## src/hw/rtl/hiwa_pkg.sv

```systemverilog
// Shared types and constants of the inverse warp address block.
// No dependencies.
`default_nettype none
package hiwa_pkg;
  localparam logic [2:0] RegOffX = 3'd0;
  localparam logic [2:0] RegOffY = 3'd1;
  localparam logic [2:0] RegRow0 = 3'd2;
  localparam logic [2:0] RegRow1 = 3'd3;
  localparam logic [2:0] RegRow2 = 3'd4;
  typedef struct packed {
    logic [11:0] off_x;
    logic [11:0] off_y;
    logic [62:0] row0;
    logic [62:0] row1;
    logic [62:0] row2;
  } cfg_t;
endpackage
`default_nettype wire

```

## src/hw/rtl/hiwa_regs.sv

```systemverilog
// APB register file of the inverse warp address block.
// Depends on hiwa_pkg.
`default_nettype none
module hiwa_regs (
  input  wire logic         clk_i,
  input  wire logic         rst_ni,
  input  wire logic         psel,
  input  wire logic         penable,
  input  wire logic         pwrite,
  input  wire logic [5:0]   paddr,
  input  wire logic [63:0]  pwdata,
  output logic [63:0]       prdata,
  output hiwa_pkg::cfg_t    cfg_o
);
  import hiwa_pkg::*;
  cfg_t cfg_q;
  logic [2:0] idx;
  assign idx = paddr[5:3];
  always_ff @(posedge clk_i or negedge rst_ni) begin
    if (!rst_ni) begin
      cfg_q.off_x <= 12'd1600;
      cfg_q.off_y <= 12'd300;
      cfg_q.row0 <= 63'd65536;
      cfg_q.row1 <= 63'd65536 << 21;
      cfg_q.row2 <= 63'd65536 << 42;
    end else if (psel && penable && pwrite && paddr[2:0] == 3'd0) begin
      case (idx)
        RegOffX: cfg_q.off_x <= pwdata[11:0];
        RegOffY: cfg_q.off_y <= pwdata[11:0];
        RegRow0: cfg_q.row0 <= pwdata[62:0];
        RegRow1: cfg_q.row1 <= pwdata[62:0];
        RegRow2: cfg_q.row2 <= pwdata[62:0];
        default: ;
      endcase
    end
  end
  always_comb begin
    case (idx)
      RegOffX: prdata = {52'd0, cfg_q.off_x};
      RegOffY: prdata = {52'd0, cfg_q.off_y};
      RegRow0: prdata = {1'b0, cfg_q.row0};
      RegRow1: prdata = {1'b0, cfg_q.row1};
      RegRow2: prdata = {1'b0, cfg_q.row2};
      default: prdata = '0;
    endcase
  end
  assign cfg_o = cfg_q;
endmodule
`default_nettype wire

```

## config.mk

```make
export PLATFORM = sky130hd
export DESIGN_NAME = hiwa_regs
export DESIGN_NICKNAME = d
export VERILOG_FILES = /design/src/hw/rtl/hiwa_pkg.sv /design/src/hw/rtl/hiwa_regs.sv
export SDC_FILE = /design/constraint.sdc
export NUM_CORES = 1
export LEC_CHECK = 0
export ABC_AREA = 1
export BUFFER_PORTS_ARGS = -buffer_cell sky130_fd_sc_hd__buf_2
export CAP_MARGIN = 10
export CORE_UTILIZATION = 52
export CTS_BUF_LIST = sky130_fd_sc_hd__clkbuf_4 sky130_fd_sc_hd__clkbuf_8
export CTS_CLUSTER_DIAMETER = 200
export DETAILED_ROUTE_END_ITERATION = 10
export PLACE_DENSITY = 0.94
export SYNTH_ARGS = -nofsm -noshare
export SYNTH_HDL_FRONTEND = slang
export SYNTH_SLANG_ARGS = --single-unit
```

## constraint.sdc

```tcl
create_clock -name clk_i -period 2 [get_ports clk_i]
set_input_delay 0.4 -clock clk_i [delete_from_list [all_inputs] [get_ports clk_i]]
set_output_delay 0.4 -clock clk_i [all_outputs]
set_load 0.05 [all_outputs]
```

## Word level (Yosys, flattened, before mapping)

Cells that the tools add are included.

| cells by class | value |
|---|---|
| eq/ne operators | 4 |
| mux-type cells | 1 |
| reductions and logical operators | 10 |

Operator list:

| kind | number |
|---|---|
| one-hot mux 63 bit (5 select lines) | 1 |
| AND reduction 2 bit | 5 |
| == test 3 x 2 -> 1 bit (second input constant) | 2 |
| zero test 3 bit | 2 |
| == test 3 x 1 -> 1 bit (second input constant) | 1 |
| == test 3 bit (second input constant) | 1 |
| logical AND 1 bit | 3 |

| storage, ports and cells | value |
|---|---|
| input bits | 75 |
| register bits after elaboration | 213 |

## Depth between registers and ports, before layout

| depth | value |
|---|---|
| depth in word-level cells | 4 |
| mapped depth | 8 |

## Worst setup path after synthesis

OpenSTA, ideal clock, no wires.

| path | value |
|---|---|
| kind | input port to output port |
| from | in paddr[5] |
| to | out prdata[18] |
| stages on the path | 8 |
| path buffers | 3 |
| data required time | 1600 ps |
| arrival time | 1674 ps |
| path slack | -74 ps |
| cell sequence | buf_2 -> inv_4 -> nand2_4 -> nor2_4 -> buf_4 -> buf_6 -> nand2_1 -> nand3_1 |

| between the ends | value |
|---|---|
| longest elaborated chain between the ends | 2 |
| elaborated cells on any way between the ends | 6 |

RTL lines:

| what | RTL line | text |
|---|---|---|
| start, declared | hiwa_regs.sv:10 | `input wire logic [5:0] paddr,` |
| == test 3 bit (tied with other cells) | hiwa_regs.sv:38 | `case (idx)` |
| one-hot mux 63 bit (5 select lines) * | hiwa_regs.sv:38 |  |
| end, declared | hiwa_regs.sv:12 | `output logic [63:0] prdata,` |

Every way passes the cells marked *; elsewhere a longest branch is shown, timed or not.

## Worst setup path after layout

| path | value |
|---|---|
| from | in paddr[5] |
| to | out prdata[46] |

Same word-level chain as after synthesis.

==> impl_metrics.yaml <==
sta:
  fin_tns_setup_ns: -0.00382
  fin_crit_ns: 2.00
  hold_viol: 0
  clock_skew_ns: 0
  finalSetupViolations: 2
  slew_headroom_pct: 64.7
  fin_crit_sh_pct: 100
  fmax_mhz: 499
  worstMarginPinSlew_ns: 0.528
  setup_slack_ns: -0.00296
  final_max_slew_viol_count: 0
yosys:
  synth_cell_types: 20
  synth_warnings: 0
  synth_seq_cells: 213
  netlist_area_um2: 9990
  synth_nets: 1357
  synthCells: 1282
  avgSynthCellArea_um2: 7.79
  yosysSeqAreaShare_pct: 53.5
floorplanning:
  fp.dieW_um: 141
  die_area_um2: 19800
  start_util_pct: 53.2
  ios: 352
  die_height_um: 141
  coreArea_um2: 18800
  num_rows: 50
place:
  hpwl_um: 23100
  place_area_um2: 12500
  routabilityCongestion: 0.893
  io_buffers: 349
  post-place-cells: 1829
outcome:
  outcome: "finished, violations left"
  violations: "negative setup slack"
critical_path:
  cp-start-kind: "input port"
  required_ns: 1.60
  reg2reg_slack_ns: 1.21
  critPathLaunch: "paddr[5]"
  reg2reg_depth: 2
  arrival_ns: 1.60
  reg2reg_from: "cfg_o[197]"
  criticalPathCategory: "in2out"
  r2r-end: "cfg_o[197]"
  crit_fanout: 21
  crit_path_end_kind: "output port"
clock_tree:
  numCtsBuffers: 35
  cts_tree: "yes"
  cts_sinks: 213
  cts_max_path_buffers: 3
  htree_levels: 2
  clkLatencyLatePin_ns: 0.49
  root_buffer: "clkbuf_8"
  clkTransAtPathRegs_ns: 0.06
pwr:
  vdd_drop_max_mv: 0.471
  p_int_w: 0.00735
  netSwitchingFraction_pct: 31.3
  p_seq_share_pct: 44.2
  power.leakage_nw: 8.38
  powerDensity_nw_per_um2: 787
  power.total_w: 0.0107
  clkPwrFrac_pct: 38.0
  p_sw_w: 0.00335
  combPwrFrac_pct: 17.9
grt:
  grt_usage_pct: 34.4
  grt_start_max_net_pins: 51
  grt_pass1_vias: 10600
  grt_pass1_wl_um: 53700
  antenna_found_initial: 3
  grt-ovfl-total: 0
cells_and_area:
  largest_register_ffs: 213
  utilization_pct: 72.4
  area_growth_pct: 36.0
  drive_gt1_share_pct: 33.9
  final_net_count: 1717
  final_cells: 1902
  fin_area_um2: 13600
worst_hold_path:
  holdPathEnd: "cfg_o[100]"
  whs_path_depth: 3
  min_from: "pwdata[37]"
  hp-class: "in2reg"
routing:
  vias_per_cell: 5.82
  drc: 0
  wl_per_cell_um: 18.6
  wirelength_um: 35500
  drtPass1Iterations: 5
  drtAntennaViolNets: 0
  num_vias: 11100
  drt_iter0_drc: 891
run:
  cap_violations: 0
## cells in the mapped netlist
master      n  area share [%]
buf_1       5            0.19
buf_2      54             2.7
buf_4      15             1.1
buf_6       5            0.56
clkbuf_1   17            0.64
conb_1      1           0.038
dfrtp_1   203              51
dfstp_2    10             2.6
inv_1       1           0.038
inv_2       2           0.075
inv_4       1           0.063
nand2_1   630              24
nand2_2     3            0.19
nand2_4     1            0.11
nand3_1   301              15
nand4_1    12            0.75
nor2_1     16            0.60
nor2_4      3            0.34
nor2_8      1            0.20
nor3_2      1            0.10
## final cells by class
type                    instances  area (um^2)
clock buffers                  58          717
diodes                          3         7.51
inverters                       4         17.5
multi-input cells             969         4400
clock inverters                 2         35.0
well taps                     234          293
repair buffers                419         2770
fillers                      1285         5180
flip-flops and latches        213         5340
## per-layer routing
metal  part of all wire [%]  vias to the layer above  track usage [%]
li1                       -                     4848                -
met1                     34                     5195             40.6
met2                     48                      862             56.7
met3                     11                      174             8.73
met4                    5.9                        0             21.2
met5                      0                        -                0
## critical path, stage by stage
cell and delay [ns]:
buf_2 0.14, inv_4 0.10, nand2_4 0.07, nor2_4 0.12, buf_12 0.14, buf_12 0.17, nand2_1 0.12, nand3_2 0.11
buf_4 0.20
## cells in the final DEF (no fill, tap or decap)
cell	Yosys	layout
diode_2	0	3
buf_2	54	285
buf_12	0	19
nand2_2	3	15
clkbuf_4	0	39
nor3_2	1	1
bufinv_16	0	1
nor2_4	3	4
buf_6	5	6
dfstp_2	10	10
nand3_2	0	51
buf_4	15	77
inv_2	2	2
conb_1	1	1
nor2_1	16	14
nand2_1	630	618
nor2_8	1	1
clkinv_2	0	1
inv_1	1	1
nand3_1	301	250
dfrtp_1	203	203
clkbuf_8	0	46
nand2_4	1	1
clkbuf_16	0	4
inv_4	1	1
dlygate4sd3_1	0	1
nand4_1	12	12
nor2_2	0	1
## how the worst max path moves through the flow
stage	to	slack [ns]	cells past startpoint
6_report	prdata[46]	-0.003	9
5_1_grt	prdata[46]	-0.03	9
4_1_cts	prdata[0]	-0.00008	8
3_5_place_dp	prdata[43]	-0.02	8
3_3_place_gp	prdata[10]	-0.001	9
2_1_floorplan	prdata[0]	0.06	8
## stage by stage
stage	hold WS (ns)	worst slack (ns)
2_1_floorplan	0.104	0.0627
3_3_place_gp	0.381	-0.00126
3_5_place_dp	0.384	-0.0153
4_1_cts	0.103	-0.0000789
5_1_grt	0.123	-0.0344
6_report	0.128	-0.00296
## timing repair
item                                    in CTS  in global routing
hold buffers                                 1                  0
buffers inserted                             0                  5
resized for setup                           18                 75
cloned                                       0                  4
endpoints found under the setup margin      19                 61
pin swaps                                    0                  2
hold endpoints to repair                    40                  0
## cells by family (layout without fill, tap and decap cells)
group | Yosys count | count (layout) | share of synthesized area (%)
and+or+nand+nor | 968 | 968 | 41.1
DFF | 213 | 213 | 53.5
buffers and inverters | 100 | 483 | 5.40
other | 1 | 4 | 0.0376
## power groups by stage
| stage | combinational [W] | clock (W) | sequential [W] |
|---|---|---|---|
| floorplan | 0.000482 | 0 | 0.00547 |
| global placement | 0.00179 | 0 | 0.00477 |
| detailed placement | 0.00183 | 0 | 0.00478 |
| CTS | 0.00184 | 0.00410 | 0.00471 |
| global route | 0.00201 | 0.00431 | 0.00474 |
| finish | 0.00191 | 0.00406 | 0.00472 |
(Power assumes the default switching activity.)
